$ cat config.mk
export PLATFORM = sky130hd
export DESIGN_NAME = key_matrix_debounce
export DESIGN_NICKNAME = d
export VERILOG_FILES = /design/src/sv/kmd_pkg.sv /design/src/sv/key_matrix_debounce.sv /design/src/sv/kmd_key_unit.sv
export SDC_FILE = /design/constraint.sdc
export NUM_CORES = 1
export LEC_CHECK = 0
export BUFFER_PORTS_ARGS = -buffer_cell sky130_fd_sc_hd__buf_2
export CAP_MARGIN = 30
export CELL_PAD_IN_SITES_DETAIL_PLACEMENT = 1
export CELL_PAD_IN_SITES_GLOBAL_PLACEMENT = 2
export CORE_ASPECT_RATIO = 0.7
export CORE_UTILIZATION = 40
export DETAILED_ROUTE_END_ITERATION = 6
export PLACE_DENSITY = 0.78
export SETUP_SLACK_MARGIN = 0.1
export SLEW_MARGIN = 40
export SYNTH_ARGS = -nofsm -noshare
export SYNTH_HDL_FRONTEND = slang
export SYNTH_SLANG_ARGS = --single-unit
$ cat constraint.sdc
create_clock -name clock -period 6.6 [get_ports clock]
set_clock_uncertainty 0.1 [all_clocks]
set_input_delay 0.66 -clock clock [delete_from_list [all_inputs] [get_ports clock]]
set_output_delay 0.66 -clock clock [all_outputs]
set_load 0.005 [all_outputs]
$ cat src/sv/kmd_pkg.sv
// shared types and constants for the key matrix debouncer
package kmd_pkg;

   localparam int KEY_SLOTS = 20;
   localparam int KEY_W     = 5;
   localparam int STAMP_W   = 32;
   localparam int DEB_W     = 16;
   localparam int CSR_IDX_W = 2;
   localparam int CSR_DAT_W = 20;

   localparam logic [DEB_W-1:0]     DEBOUNCE_RESET = 16'd5;
   localparam logic [KEY_SLOTS-1:0] UNUSED_RESET   = 20'h0801C;

   localparam logic [CSR_IDX_W-1:0] CSR_DEBOUNCE_MS = 2'd0;
   localparam logic [CSR_IDX_W-1:0] CSR_UNUSED_MASK = 2'd1;

   localparam logic [1:0] PH_IDLE         = 2'd0;
   localparam logic [1:0] PH_CONF_PRESS   = 2'd1;
   localparam logic [1:0] PH_PRESSED      = 2'd2;
   localparam logic [1:0] PH_CONF_RELEASE = 2'd3;

   typedef struct packed {
      logic [KEY_SLOTS-1:0] raw_pressed;
      logic [STAMP_W-1:0]   now_ms;
   } req_type;

   typedef struct packed {
      logic [KEY_SLOTS-1:0] stable_keys;
      logic [KEY_SLOTS-1:0] press_events;
      logic [KEY_SLOTS-1:0] release_events;
      logic [KEY_SLOTS-1:0] changed_keys;
   } rsp_type;

   // decision for one key, from the shared unit back to the sequencer
   typedef struct packed {
      logic [1:0] next_phase;
      logic       load_stamp;
      logic       press;
      logic       release_key;
   } key_step_type;

endpackage

$ cat src/sv/key_matrix_debounce.sv
// key matrix debouncer top level: scan sequencer, key state and result register
//
//   channel  direction  handshake            payload
//   req      in         req_valid/req_stall  req_data  (raw_pressed, now_ms)
//   rsp      out        rsp_valid/rsp_stall  rsp_data  (stable, press, release, changed)
//   csr      in         csr_valid/csr_ready  csr_index, csr_wdata
//
// a scan works through min(ROWS*COLS, 20) matrix positions from acceptance to result: one
// matrix position per cycle through the single elapsed-time compare unit, then the load
// of the result register; the next scan can be taken only once the result is loaded, so
// a new scan is never taken before the last one is through. req_stall is high from acceptance
// until the result is loaded, and the load waits while an earlier result is stalled;
// a stalled result is held while the next scan is taken and run.
// synchronous reset sets every key idle, clears the stable bitmap and loads the
// register defaults.
module key_matrix_debounce
   import kmd_pkg::*;
#(
   parameter int ROWS = 5,
   parameter int COLS = 4
) (
   input  logic                 clock,
   input  logic                 reset,
   input  logic                 req_valid,
   output logic                 req_stall,
   input  req_type              req_data,
   output logic                 rsp_valid,
   input  logic                 rsp_stall,
   output rsp_type              rsp_data,
   input  logic                 csr_valid,
   output logic                 csr_ready,
   input  logic [CSR_IDX_W-1:0] csr_index,
   input  logic [CSR_DAT_W-1:0] csr_wdata
);

   localparam int MATRIX   = ROWS * COLS;
   localparam int SCAN_LEN = (MATRIX < KEY_SLOTS) ? MATRIX : KEY_SLOTS;
   localparam logic [KEY_W-1:0] LAST_POS = KEY_W'(SCAN_LEN - 1);

   typedef enum logic [2:0] {
      ST_IDLE  = 3'b001,
      ST_SCAN  = 3'b010,
      ST_FLUSH = 3'b100
   } seq_state_type;

   seq_state_type        state_ff, state_in;
   logic [KEY_W-1:0]     pos_ff, pos_in;
   logic [KEY_W-1:0]     key_ff, key_in;
   logic [DEB_W-1:0]     debounce_ff;
   logic [KEY_SLOTS-1:0] unused_ff;
   logic [KEY_SLOTS-1:0] raw_ff;
   logic [STAMP_W-1:0]   now_ff;
   logic [KEY_SLOTS-1:0] stable_ff;
   logic [KEY_SLOTS-1:0] press_ff;
   logic [KEY_SLOTS-1:0] release_ff;
   logic [1:0]           phase_ff [KEY_SLOTS];
   logic [STAMP_W-1:0]   stamp_ff [KEY_SLOTS];
   logic                 rsp_valid_ff;
   rsp_type              rsp_data_ff;

   logic         req_take;
   logic         active;
   logic         out_free;
   key_step_type step;

   assign req_stall = (state_ff != ST_IDLE);
   assign req_take  = req_valid && !req_stall;
   assign csr_ready = 1'b1;
   assign rsp_valid = rsp_valid_ff;
   assign rsp_data  = rsp_data_ff;
   assign out_free  = !rsp_valid_ff || !rsp_stall;

   // a position is worked only when it is in use
   assign active = (state_ff == ST_SCAN) && !unused_ff[pos_ff];

   kmd_key_unit u_key_unit (
      .phase       (phase_ff[key_ff]),
      .down        (raw_ff[pos_ff]),
      .stamp       (stamp_ff[key_ff]),
      .now_ms      (now_ff),
      .debounce_ms (debounce_ff),
      .step        (step)
   );

   always_comb begin
      state_in = state_ff;
      pos_in   = pos_ff;
      key_in   = key_ff;
      unique case (state_ff)
         ST_IDLE: begin
            if (req_take) begin
               state_in = ST_SCAN;
               pos_in   = '0;
               key_in   = '0;
            end
         end
         ST_SCAN: begin
            pos_in = pos_ff + KEY_W'(1);
            if (active) key_in = key_ff + KEY_W'(1);
            if (pos_ff == LAST_POS) state_in = ST_FLUSH;
         end
         ST_FLUSH: begin
            if (out_free) state_in = ST_IDLE;
         end
         default: state_in = ST_IDLE;
      endcase
   end

   always_ff @(posedge clock) begin
      if (reset) begin
         state_ff    <= ST_IDLE;
         pos_ff      <= '0;
         key_ff      <= '0;
         debounce_ff <= DEBOUNCE_RESET;
         unused_ff   <= UNUSED_RESET;
      end else begin
         state_ff <= state_in;
         pos_ff   <= pos_in;
         key_ff   <= key_in;
         if (csr_valid && csr_ready) begin
            unique case (csr_index)
               CSR_DEBOUNCE_MS: debounce_ff <= csr_wdata[DEB_W-1:0];
               CSR_UNUSED_MASK: unused_ff   <= csr_wdata;
               default: ;
            endcase
         end
      end
   end

   // scan transaction latch and per-scan event accumulators
   always_ff @(posedge clock) begin
      if (req_take) begin
         raw_ff     <= req_data.raw_pressed;
         now_ff     <= req_data.now_ms;
         press_ff   <= '0;
         release_ff <= '0;
      end else if (active) begin
         if (step.press)       press_ff[key_ff]   <= 1'b1;
         if (step.release_key) release_ff[key_ff] <= 1'b1;
      end
   end

   always_ff @(posedge clock) begin
      if (reset) begin
         stable_ff <= '0;
         for (int k = 0; k < KEY_SLOTS; k++) phase_ff[k] <= PH_IDLE;
      end else if (active) begin
         phase_ff[key_ff] <= step.next_phase;
         if (step.press)       stable_ff[key_ff] <= 1'b1;
         if (step.release_key) stable_ff[key_ff] <= 1'b0;
      end
   end

   // stamps are used only in a confirming phase, after the step that entered it has written them
   always_ff @(posedge clock) begin
      if (active && step.load_stamp) stamp_ff[key_ff] <= now_ff;
   end

   always_ff @(posedge clock) begin
      if (reset) begin
         rsp_valid_ff <= 1'b0;
      end else if (state_ff == ST_FLUSH && out_free) begin
         rsp_valid_ff <= 1'b1;
      end else if (!rsp_stall) begin
         rsp_valid_ff <= 1'b0;
      end
   end

   always_ff @(posedge clock) begin
      if (state_ff == ST_FLUSH && out_free) begin
         rsp_data_ff.stable_keys    <= stable_ff;
         rsp_data_ff.press_events   <= press_ff;
         rsp_data_ff.release_events <= release_ff;
         rsp_data_ff.changed_keys   <= press_ff | release_ff;
      end
   end

   // a new result only follows the flush step
   assert property (@(posedge clock) disable iff (reset)
      $rose(rsp_valid) |-> $past(state_ff == ST_FLUSH))
      else $error("result raised without a finished scan");

   // a key cannot be confirmed pressed and released in the same scan
   assert property (@(posedge clock) disable iff (reset)
      rsp_valid |-> ((rsp_data.press_events & rsp_data.release_events) == '0))
      else $error("press and release events overlap");

   // confirmed presses show up as stable, confirmed releases as not stable
   assert property (@(posedge clock) disable iff (reset)
      rsp_valid |-> ((rsp_data.press_events & ~rsp_data.stable_keys) == '0) &&
                    ((rsp_data.release_events & rsp_data.stable_keys) == '0))
      else $error("events disagree with stable bitmap");

   // the key counter never runs ahead of the position counter
   assert property (@(posedge clock) disable iff (reset)
      (state_ff == ST_SCAN) |-> (key_ff <= pos_ff))
      else $error("dense key index ahead of matrix position");

endmodule

$ cat src/sv/kmd_key_unit.sv
// shared per-key unit: elapsed-time compare and debounce phase decision
module kmd_key_unit
   import kmd_pkg::*;
(
   input  logic [1:0]         phase,
   input  logic               down,
   input  logic [STAMP_W-1:0] stamp,
   input  logic [STAMP_W-1:0] now_ms,
   input  logic [DEB_W-1:0]   debounce_ms,
   output key_step_type       step
);

   logic [STAMP_W-1:0] elapsed;
   logic               wait_done;

   assign elapsed = now_ms - stamp;
   // negative signed elapsed means the wait is still running
   assign wait_done = !elapsed[STAMP_W-1] &&
                      (elapsed >= {{(STAMP_W-DEB_W){1'b0}}, debounce_ms});

   always_comb begin
      step.next_phase  = phase;
      step.load_stamp  = 1'b0;
      step.press       = 1'b0;
      step.release_key = 1'b0;
      unique case (phase)
         PH_IDLE: begin
            if (down) begin
               step.next_phase = PH_CONF_PRESS;
               step.load_stamp = 1'b1;
            end
         end
         PH_CONF_PRESS: begin
            if (wait_done) begin
               if (down) begin
                  step.next_phase = PH_PRESSED;
                  step.press      = 1'b1;
               end else begin
                  step.next_phase = PH_IDLE;
               end
            end
         end
         PH_PRESSED: begin
            if (!down) begin
               step.next_phase = PH_CONF_RELEASE;
               step.load_stamp = 1'b1;
            end
         end
         default: begin
            if (wait_done) begin
               if (!down) begin
                  step.next_phase  = PH_IDLE;
                  step.release_key = 1'b1;
               end else begin
                  step.next_phase = PH_PRESSED;
               end
            end
         end
      endcase
   end

endmodule
==> metrics.md, run 1 <==
| Metric | Value |
|---|---|
| Status | `complete, no violations` |
| CTS Sinks | `951` |
| Fin crit period | `6240 ps` |
| Asr flop ratio synth | `0` |
| Min-delay worst type | `primary input to register` |
| H-Tree Level Count | `3` |
| Max cap viols | `0` |
| Die H | `261 um` |
| Met2 global-route usage | `0.324` |
| Post-Synthesis Cells | `about 2,200` |
| Worst Path Required | `7010 ps` |
| Hold path startpoint | `req_data[24]` |
| Unrepaired setup endpoints after global routing | `false` |
| Placed insts | `about 3,500` |
| GR Util met1 | `0.307` |
| Top delay family on crit path | `multiplexers` |
| Post-synth net total | `2,295` |
| GP Congestion | `~0.87` |
| CP Class | `register to register` |
| Crit share post-route | `0.946` |
| Die footprint | `96,900 um2` |
| Pwr/cell area | `281 nW/um2` |
| Worst-margin pin slew | `about 880 ps` |
| CP Capture Type | `register` |
| Area delta synth->final | `17.0%` |
| Main flop type after synthesis | `edfxtp_1` |
| Clock buffer count from CTS | `92` |
| Critical path data arrival time | `6650 ps` |
| GRT Residual Overflow | `0` |
| Final #Nets | `2,560` |
| Num rows | `94` |
| Avg WL per Cell | `about 27 um` |
| Worst Setup Start Kind | `register` |
| Fin cells | `approximately 3,800` |
| First-pass GRT wire length | `between 100,000 and 150,000 um` |
| Vias in the first global route | `21,900` |
| Cell area after synthesis | `roughly 38,000 um2` |
| Initial core utilization | `0.405` |
| Setup violations, final | `0` |
| WP buf/inv | `2` |
| Clock Tree Root | `clkbuf_16` |
| Antenna violations before repair | `2` |
| First-iteration detailed-routing DRC count | `1,949` |
| Setup TNS | `0 ps` |
| Io pins | `162` |
| Yosys cell types | `68` |
| CORE AREA | `94,300 um2` |
| Reg clk slew, reported paths | `60 ps` |
| Number of flops mapped to enable cells by yosys | `836` |
| Routed vias | `21,100` |
| Antenna Nets Post-Route | `0` |
| Register bit count reported by yosys | `951` |
| Avg Cell Area, Syn | `17.7 um2` |
| Largest net degree at the start of global routing | `81` |
| Routed WL | `102,000 um` |
| GR Util All Layers | `0.209` |
| Input/output buffers | `between 150 and 200` |
| Register area share after synthesis | `0.717` |
| Fmax | `160 MHz` |
| Die X | `372 um` |
| Post-DP HPWL | `about 62,000 um` |
| Vias per inst | `5.62` |
| CP max FO | `18` |
| GR peak layer | `met2` |
| Clock tree buffer depth | `3` |
| Met3 Track Usage GR | `0.0345` |
| Worst VDD drop | `between 200 and 250 uV` |
| Share of cells above drive strength 1 | `0.281` |
| DRC Markers | `0` |
| Final hold vios | `0` |
| Final slew viol count | `0` |
| Final Util | `0.474` |
| Skew-Pair Late Insertion Delay | `about 690 ps` |
| CTS tree | `done` |
| Yosys warning total | `0` |
| Critical path cell sequence | `buf_12 -> buf_6 -> mux4_2 -> mux4_2 -> mux2i_4 -> ha_2 -> a21o_1 -> a31o_1 -> a311o_1 -> nor2_1 -> xnor2_1 -> ha_1 -> nor2b_1 -> o21ai_0 -> o211ai_1 -> nor3_1 -> nand4_1 -> a211oi_2 -> and4_4 -> a211o_4 -> mux2_2 -> nor3_1` |
| Max stage delay on crit path | `540 ps` |
| Slowest stage cell, crit path | `mux4_2` |
| Drt pass-1 iters | `7` |
| Leakage | `0.0146 uW` |
| Rel. slew slack | `0.414` |
-- metal layers --
metal  routed length (um)  share of wire
met3                 5770          0.057
met4                 1910          0.019
met2                47300           0.47
met5                    0              0
met1                46700           0.46
-- cell type report --
type                            instances  area [um2]
Multi-Input combinational cell       1034       10400
Fill cell                            8918       49600
Clock buffer                          114        2470
Antenna cell                            1        2.50
Timing Repair Buffer                  287        2100
Clock inverter                         56         601
Sequential cell                       951       27400
Inverter                               60         234
Tap cell                             1248        1560
-- timing repair --
action,CTS,global route
hold endpoints to repair,33,0
setup endpoints to repair,19,124
setup buffers,0,10
gates cloned,0,3
hold buffers,33,0
resized for setup,2,15
-- where the power goes --
group          internal [uW]  switching (uW)
logic                    207             310
clock network           3040            2350
registers               6590            80.7
total                   9840            2740
-- per-stage QoR --
| step | worst slack [ps] | hold slack (ps) | instance area (um2) | power (uW) |
|---|---|---|---|---|
| floorplan | 116 | 308 | 38300 | 7060 |
| global placement | 184 | 317 | 41000 | 7260 |
| detailed placement | 22.4 | 319 | 41100 | 7280 |
| CTS | 153 | 0.433 | 44500 | 12700 |
| global route | 104 | 18.0 | 44700 | 12900 |
| finish | 360 | 58.4 | 44700 | 12600 |
-- path summary, 6_finish.rpt --
kind	endpoint	slack (ps)	depth (start not counted)
max reg2reg	phase_ff[6][1]$_SDFFCE_PN0P_	360	22
min	now_ff[24]$_DFFE_PP_	60	1
min reg2reg	rsp_data[61]$_DFFE_PP_	330	0
max	phase_ff[6][1]$_SDFFCE_PN0P_	360	22
-- kinds of logic (layout without fill, tap and decap cells) --
family                     count (synthesis)  after routing  synth area share
DFF                                      951            951             0.717
other                                      1              2         0.0000981
AOI/OAI and AO/OA                        234            234            0.0404
muxes                                    264            266             0.142
adders and majority gates                 55             55            0.0182
buffers and inverters                    178            517            0.0193
and+or+nand+nor                          454            454            0.0575
xor gates and xnor gates                  24             24           0.00550
-- placed cells by master, fill, tap and decap left out, drive strengths merged, types with 33 or more instances in the layout --
| cell type | netlist | routed |
|---|---|---|
| a21oi | 85 | 85 |
| buf | 41 | 253 |
| clkbuf | 77 | 115 |
| clkinv | 0 | 38 |
| dfxtp | 115 | 115 |
| dlygate4sd3 | 0 | 33 |
| edfxtp | 836 | 836 |
| ha | 54 | 54 |
| inv | 60 | 64 |
| mux2i | 36 | 36 |
| mux4 | 223 | 223 |
| nand2 | 140 | 140 |
| nor2 | 88 | 88 |
| nor3 | 69 | 69 |
| o21a | 41 | 41 |
-- sequential cells by signal (all words and copies together) (netlist names), named ones only --
signal	count
key_ff	5
release_ff	20
stable_ff	20
unused_ff	20
pos_ff	5
now_ff	32
stamp_ff	640
debounce_ff	16
rsp_data	80
raw_ff	20
phase_ff	64
press_ff	20
rsp_valid	1
state_ff	3
-- Yosys cell counts (4+ instances only) --
library cell    n  area, um2
ha_1           54        676
nand4_1        12       75.1
xor2_1         10       87.6
mux2i_1        36        360
or2_2          23        144
xnor2_1        14        123
nand3b_1        8       60.1
o21a_1         41        308
nor2b_1        10       62.6
buf_6           5       56.3
inv_1          59        221
nand3_1        30        150
a21o_1         16        120
clkbuf_1       77        289
and3_1          8       50.1
nand2_1       140        526
a21oi_1        85        425
nor3_1         69        345
o31a_1         12        105
buf_2          18       90.1
a211oi_1        7       52.6
a31oi_1         6       37.5
dfxtp_1       115       2300
nor3b_1         6       45.0
nor4_1          9       56.3
nor2_1         88        330
mux4_2        223       5020
or3_1           7       43.8
o21ai_1         8       40.0
and2_1          7       43.8
nand2b_1       24        150
buf_1          15       56.3
o41a_1          4       45.0
mux2_2          5       56.3
edfxtp_1      836      25100
o21ai_0        19       95.1
-- worst reg2reg max path: cells and delay by family, from the launching register on --
| kind | cells | cell delay, ps |
|---|---|---|
| buffers and inverters | 2 | 410 |
| adder cells (fa/ha/maj) | 2 | 640 |
| AO/OA/AOI/OAI | 7 | 1490 |
| XOR/XNOR | 1 | 180 |
| AND/OR/NAND/NOR | 6 | 1110 |
| multiplexers | 4 | 1710 |
| flip-flops | 1 | 440 |
No activity file was read; power rests on OpenSTA's default activity.
==> run 2, diff against run 1 <==
==> constraint.sdc (replaced) <==
create_clock -name clock -period 6.6 [get_ports clock]
set_clock_uncertainty 0.1 [all_clocks]
set_input_delay 0 -clock clock [delete_from_list [all_inputs] [get_ports clock]]
set_output_delay 0 -clock clock [all_outputs]
set_load 0.005 [all_outputs]
==> run 2 against run 1 <==
Effect of this change:
- count of clock-buffer cells in the layout is the same
- cell area is 2.6% higher
- first-iteration DRC count is 3.6% higher
- non-clock buffer count grew 115
- combinational power increased by 10%
- wire length rose by 1.5%
- cell count rose by 3.0%
- worst hold slack worse by 27 ps
==> metrics.md, run 2 (synthesis results as in run 1) <==
| Metric | Value |
|---|---|
| Vias per inst | `5.60 (was 5.62)` |
| Fillers | `8,883 (was 8,918)` |
| Routed WL | `103,000 um (was 102,000 um)` |
| WHS Endpoint | `release_ff[14]$_SDFFE_PP0P_ (was now_ff[24]$_DFFE_PP_)` |
| Slowest stage cell, crit path | `mux4_2 (unchanged)` |
| Die H | `261 um (unchanged)` |
| Final slew viol count | `0 (unchanged)` |
| Final WS setup | `334 ps (was 360 ps)` |
| Max stage delay on crit path | `510 ps (was 540 ps)` |
| Hold path startpoint | `req_valid (was req_data[24])` |
| Pwr/cell area | `275 nW/um2 (was 281 nW/um2)` |
| Worst VDD drop | `244 uV (about the same)` |
| Biggest register | `stamp_ff (unchanged)` |
| Antenna violations before repair | `0 (was 2)` |
| Min-delay worst type | `primary input to register (unchanged)` |
| First-iteration detailed-routing DRC count | `2,020 (was 1,949)` |
| CP Capture Type | `register (unchanged)` |
| Design Area, Final | `45,900 um2 (was 44,700 um2)` |
| Post-DP HPWL | `62,300 um (unchanged)` |
| Most common cell after layout, fill and taps aside | `edfxtp_1 (unchanged)` |
| H-Tree Level Count | `3 (unchanged)` |
| Avg WL per Cell | `26.7 um (was 27.1 um)` |
| Fmax | `160 MHz (about the same)` |
| Worst Setup Start Kind | `register (unchanged)` |
| WP buf/inv | `3 (was 2)` |
| Antenna Nets Post-Route | `0 (unchanged)` |
| Critical path data arrival time | `6680 ps (was 6650 ps)` |
| Register area | `27,400 um2 (unchanged)` |
| Place WS | `22.4 ps (unchanged)` |
| Num rows | `94 (unchanged)` |
| Top delay family on crit path | `multiplexers (unchanged)` |
| Rel. slew slack | `0.417 (was 0.414)` |
| Antenna Diode Count | `0 (was 1)` |
| Unrepaired setup endpoints after global routing | `false (unchanged)` |
| Clock buffer count from CTS | `92 (unchanged)` |
| First-pass GRT wire length | `149,000 um (was 147,000 um)` |
| Reg-to-Reg End | `phase_ff[6][1]$_SDFFCE_PN0P_ (unchanged)` |
| Skew-Pair Late Insertion Delay | `690 ps (about the same)` |
| Drt pass-1 iters | `7 (unchanged)` |
| CTS Sinks | `951 (unchanged)` |
| CORE AREA | `94,300 um2 (unchanged)` |
| Input/output buffers | `160 (unchanged)` |
| Initial core utilization | `0.405 (unchanged)` |
| Final hold vios | `0 (unchanged)` |
| R2R cell count | `23 (was 22)` |
| Die footprint | `96,900 um2 (unchanged)` |
| Setup slack, reg-to-reg | `330 ps (was 360 ps)` |
| Worst Path Required | `7010 ps (about the same)` |
| Max cap viols | `0 (unchanged)` |
| Status | `complete, no violations (unchanged)` |
| CTS tree | `done (unchanged)` |
| Critical path cell sequence | `buf_12 -> buf_12 -> clkbuf_16 -> mux4_2 -> mux4_2 -> mux2i_1 -> ha_1 -> and3_1 -> or3b_1 -> a21oi_1 -> nor2_1 -> xnor2_1 -> ha_1 -> nor2b_1 -> o21ai_0 -> o211ai_1 -> nor3_1 -> nand4_1 -> a211oi_2 -> and4_4 -> a211o_4 -> mux2_2 -> nor3_1 (was buf_12 -> buf_6 -> mux4_2 -> mux4_2 -> mux2i_4 -> ha_2 -> a21o_1 -> a31o_1 -> a311o_1 -> nor2_1 -> xnor2_1 -> ha_1 -> nor2b_1 -> o21ai_0 -> o211ai_1 -> nor3_1 -> nand4_1 -> a211oi_2 -> and4_4 -> a211o_4 -> mux2_2 -> nor3_1)` |
| CP max FO | `18 (unchanged)` |
| Crit share post-route | `0.949 (was 0.946)` |
| GR Util All Layers | `0.212 (was 0.209)` |
| GRT Residual Overflow | `0 (unchanged)` |
| Largest net degree at the start of global routing | `81 (unchanged)` |
| Vias in the first global route | `22,500 (was 21,900)` |
| Hold path cells | `4 (was 1)` |
| Multi-input combinational cell area | `10,400 um2 (unchanged)` |
| DRC Markers | `0 (unchanged)` |
| Fin crit period | `6270 ps (was 6240 ps)` |
| Total Power | `12,600 uW (about the same)` |
| Share of cells above drive strength 1 | `0.268 (was 0.281)` |
| Setup violations, final | `0 (unchanged)` |
| Clock Tree Root | `clkbuf_16 (unchanged)` |
| Final #Nets | `2,675 (was 2,560)` |
| Clock tree buffer depth | `3 (unchanged)` |
| Area delta synth->final | `20.0% (was 17.0%)` |
| GP Congestion | `0.874 (unchanged)` |
| Leakage | `0.0151 uW (was 0.0146 uW)` |
| Die X | `372 um (unchanged)` |
| Worst-margin pin slew | `874 ps (was 877 ps)` |
| Placement Cell Area | `41,100 um2 (unchanged)` |
| Commonest cells after routing, fill and taps aside | `edfxtp_1, mux4_2, buf_2 (unchanged)` |
| Setup TNS | `0 ps (unchanged)` |
| Io pins | `162 (unchanged)` |
| CP Class | `register to register (unchanged)` |
| Max reg flops | `640 (unchanged)` |
| Routed vias | `21,700 (was 21,100)` |
| Reg clk slew, reported paths | `60 ps (about the same)` |
-- run 2: changes by cell type in the layout (fill, tap and decap cells not counted), sizes merged --
| cell | before | now |
|---|---|---|
| dlygate4sd3 | 33 | 148 |
| diode | 1 | 0 |
-- run 2: where the power goes --
group / total [uW] / leakage [uW] / switching [uW] / internal, uW
Combinational: 571 / 0.00492 / 322 / 249
Sequential: 6670 / 0.00863 / 80.2 / 6590
Clock: 5390 / 0.00150 / 2350 / 3040
-- run 2: how the worst max path moves through the flow --
stage	start	to	slack (ps)	cells after the start
floorplan	register	phase_ff[14][1]$_SDFFCE_PN0P_	120	26
global placement	register	phase_ff[22][1]$_DFFE_PP_	180	23
detailed placement	register	phase_ff[22][1]$_DFFE_PP_	20	22
CTS	register	phase_ff[31][0]$_DFFE_PP_	150	23
global route	register	phase_ff[6][1]$_SDFFCE_PN0P_	100	22
finish	register	phase_ff[6][1]$_SDFFCE_PN0P_	330	23
-- run 2: what timing repair did --
| action | CTS | global route |
|---|---|---|
| hold endpoints to repair | 189 | 0 |
| hold buffers | 148 | 0 |
| endpoints found under the setup margin | 19 | 124 |
| gates resized for setup | 2 | 15 |
| setup buffers | 0 | 10 |
| cloned | 0 | 3 |
-- run 2: layout make-up --
| cell class | instances | area share |
|---|---|---|
| multi-input combinational | 1034 | 0.226 |
| timing repair buffer | 402 | 0.0708 |
| tap | 1248 | 0.0340 |
| clock buffer | 114 | 0.0538 |
| inverter | 60 | 0.00510 |
| clock inverter | 56 | 0.0131 |
| sequential | 951 | 0.598 |
-- run 2: layer usage --
layer	wire length, um	track usage	share of wire	up-vias
met4	1830	0.0497	0.018	0
met2	48400	0.331	0.47	659
met5	0	0	0	-
met1	47100	0.311	0.46	11500
met3	5850	0.0338	0.057	110
li1	-	-	-	9346
-- run 2: worst reg2reg max path: cells and delay by family (launching register included) --
family                     cells  cell delay [ps]
xor gates and xnor gates       1              220
and+or+nand+nor                8             1600
AOI/OAI and AO/OA              5              960
adders and majority gates      2              500
muxes                          4             1770
buffers and inverters          3              530
DFF                            1              440
-- run 2: metrics by stage --
step,hold slack [ps],util,std cells
6_report,31.3,0.486,3865
3_3_place_gp,77.4,0.435,3529
3_5_place_dp,78.7,0.435,3531
2_1_floorplan,-1.13,-,2161
4_1_cts,7.10,0.484,3849
5_1_grt,32.5,0.486,3865
==> run 3, diff against run 2 <==
PLACE_DENSITY = 0.75   (was 0.78)
clock period = 6 ns   (was 6.6 ns; I/O delays follow)
==> run 3 against run 2 <==
Effect of this change:
- the flow now finishes with violations (setup timing)
- sequential share of layout area decreased by 2.2 points
- count of clock-buffer cells in the layout increased by 1
- cell count increased by 3.0%
- clock power increased by 7.8%
- cell area increased by 3.8%
- die area unchanged
- largest cell class unchanged
==> metrics.md, run 3 (synthesis results as in run 1) <==
| Metric | Value |
|---|---|
| Vias per inst | `5.59 (was 5.60)` |
| Fin crit period | `6080 ps (was 6270 ps)` |
| Max reg flops | `640 (unchanged)` |
| Commonest cells after routing, fill and taps aside | `edfxtp_1, mux4_2, buf_2 (unchanged)` |
| Antenna Nets Post-Route | `0 (unchanged)` |
| Avg WL per Cell | `26.8 um (was 26.7 um)` |
| Routed vias | `22,300 (was 21,700)` |
| Io pins | `162 (unchanged)` |
| WP buf/inv | `4 (was 3)` |
| CTS Sinks | `951 (unchanged)` |
| Post-DP HPWL | `64,100 um (was 62,300 um)` |
| Worst Path Required | `6420 ps (was 7010 ps)` |
| CP Class | `register to register (unchanged)` |
| Antenna violations before repair | `3 (was 0)` |
| Num rows | `94 (unchanged)` |
| Die X | `372 um (unchanged)` |
| GRT Residual Overflow | `0 (unchanged)` |
| Status | `finished, violations left (was complete, no violations)` |
| Critical path data arrival time | `6500 ps (was 6680 ps)` |
| Setup violations, final | `64 (was 0)` |
| Crit share post-route | `1.01 (was 0.949)` |
| DRC Markers | `0 (unchanged)` |
| Final #Nets | `2,786 (was 2,675)` |
| Most common cell after layout, fill and taps aside | `edfxtp_1 (unchanged)` |
| CTS tree | `done (unchanged)` |
| GP Congestion | `0.866 (was 0.874)` |
| Reg clk slew, reported paths | `70 ps (was 60 ps)` |
| Max cap viols | `0 (unchanged)` |
| Drt pass-1 iters | `5 (was 7)` |
| Clock buffer count from CTS | `92 (unchanged)` |
| H-Tree Level Count | `3 (unchanged)` |
| Unrepaired setup endpoints after global routing | `true (was false)` |
| Worst Setup Start Kind | `register (unchanged)` |
| First-iteration detailed-routing DRC count | `2,262 (was 2,020)` |
| Final hold vios | `0 (unchanged)` |
| Skew-Pair Late Insertion Delay | `690 ps (about the same)` |
| Top delay family on crit path | `multiplexers (unchanged)` |
| Hold path startpoint | `csr_wdata[19] (was req_valid)` |
| Rel. slew slack | `0.407 (was 0.417)` |
| CP Capture Type | `register (unchanged)` |
| Place WS | `-430 ps (was 22.4 ps)` |
| Pwr/cell area | `292 nW/um2 (was 275 nW/um2)` |
| Fmax | `164 MHz (was 160 MHz)` |
| Vias in the first global route | `23,400 (was 22,500)` |
| Leakage | `0.0158 uW (was 0.0151 uW)` |
| Cell mode on critical path | `buf_12` |
| GR Util All Layers | `0.217 (was 0.212)` |
| CORE AREA | `94,300 um2 (unchanged)` |
| Initial core utilization | `0.405 (unchanged)` |
| Share of cells above drive strength 1 | `0.331 (was 0.268)` |
| Final slew viol count | `0 (unchanged)` |
| Setup slack, reg-to-reg | `-80 ps (was 330 ps)` |
| Worst VDD drop | `387 uV (was 244 uV)` |
| Clock tree buffer depth | `3 (unchanged)` |
| Routed WL | `107,000 um (was 103,000 um)` |
| Die footprint | `96,900 um2 (unchanged)` |
| Failing checks | `setup timing` |
| Area delta synth->final | `24.5% (was 20.0%)` |
| Min-delay worst type | `primary input to register (unchanged)` |
| Slowest stage cell, crit path | `mux4_2 (unchanged)` |
| Setup TNS | `-1810 ps (was 0 ps)` |
| Worst-margin pin slew | `889 ps (was 874 ps)` |
| Largest net degree at the start of global routing | `81 (unchanged)` |
| Max stage delay on crit path | `560 ps (was 510 ps)` |
| CP max FO | `6 (was 18)` |
| First-pass GRT wire length | `154,000 um (was 149,000 um)` |
| Input/output buffers | `160 (unchanged)` |
| Biggest register | `stamp_ff (unchanged)` |
| Final WS setup | `-84.6 ps (was 334 ps)` |
| Clock Tree Root | `clkbuf_16 (unchanged)` |
| Die H | `261 um (unchanged)` |
==> run 3: changes by cell type in the layout (fill, tap and decap cells not counted), sizes merged <==
| cell | delta |
|---|---|
| clkinv | +1 |
| buf | +104 |
| clkbuf | +5 |
| clkinvlp | -2 |
| diode | +4 |
| and2 | +1 |
| bufbuf | +1 |
| mux2 | +1 |
| dlygate4sd3 | -1 |
| inv | +2 |
| bufinv | -1 |
==> run 3: layout make-up <==
type | instances | area [um2]
Clock buffer | 115 | 2470
Timing Repair inverter | 1 | 11.3
Clock inverter | 55 | 502
Tap cell | 1248 | 1560
Fill cell | 8876 | 46700
Antenna cell | 4 | 10.0
Sequential cell | 951 | 27400
Multi-Input combinational cell | 1036 | 11000
Timing Repair Buffer | 510 | 4410
Inverter | 60 | 239
==> run 3: worst paths after layout <==
kind	to	depth (start not counted)
worst max register to register	phase_ff[6][1]$_SDFFCE_PN0P_	25
worst min register to register	rsp_data[79]$_DFFE_PP_	0
worst max-delay path	phase_ff[6][1]$_SDFFCE_PN0P_	25
worst min-delay path	unused_ff[19]$_SDFFE_PP0P_	4
==> run 3: what timing repair did <==
action,4_1_cts,5_1_grt
endpoints found under the setup margin,124,124
pin swaps,23,98
setup buffers,13,15
resized for setup,51,118
gates cloned,4,9
hold endpoints to repair,241,0
hold buffers,147,0
==> run 3: routing by layer <==
| layer | up-vias | share of wire | track usage |
|---|---|---|---|
| li1 | 9565 | - | - |
| met1 | 11800 | 0.44 | 0.313 |
| met2 | 780 | 0.46 | 0.335 |
| met3 | 155 | 0.077 | 0.0468 |
| met4 | 0 | 0.020 | 0.0586 |
| met5 | - | 0 | 0 |
==> run 3: where the power goes <==
group	internal [uW]	switching [uW]	leakage, uW	total (uW)
Combinational	347	396	0.00568	743
Sequential	7250	88.3	0.00863	7340
Clock	3270	2530	0.00145	5810
==> run 3: worst reg2reg max path: stages (launching register included) <==
cell	delay [ps]
dfxtp_4	380
buf_12	150
buf_12	120
buf_12	120
mux4_2	500
mux4_2	560
mux2i_1	180
ha_2	320
buf_4	170
nand3_2	70
a2bb2oi_2	190
nand2_1	120
o21ai_2	140
nand2b_1	80
xor2_1	230
ha_1	290
a21o_1	190
a21oi_2	170
o211ai_1	120
o31ai_1	260
nand4_1	140
a211oi_2	210
and4_4	280
a211o_4	200
mux2_4	410
nor3_2	240
==> run 3: per-stage QoR <==
stage	util	cell area (um2)	hold slack (ps)	power [uW]	cells
2_1_floorplan	-	38300	-1.13	7770	2161
3_3_place_gp	0.444	41900	76.9	8020	3617
3_5_place_dp	0.444	41900	78.3	8050	3617
4_1_cts	0.496	46700	0.424	13900	3951
5_1_grt	0.505	47600	29.3	14300	3979
6_report	0.505	47600	15.5	13900	3980
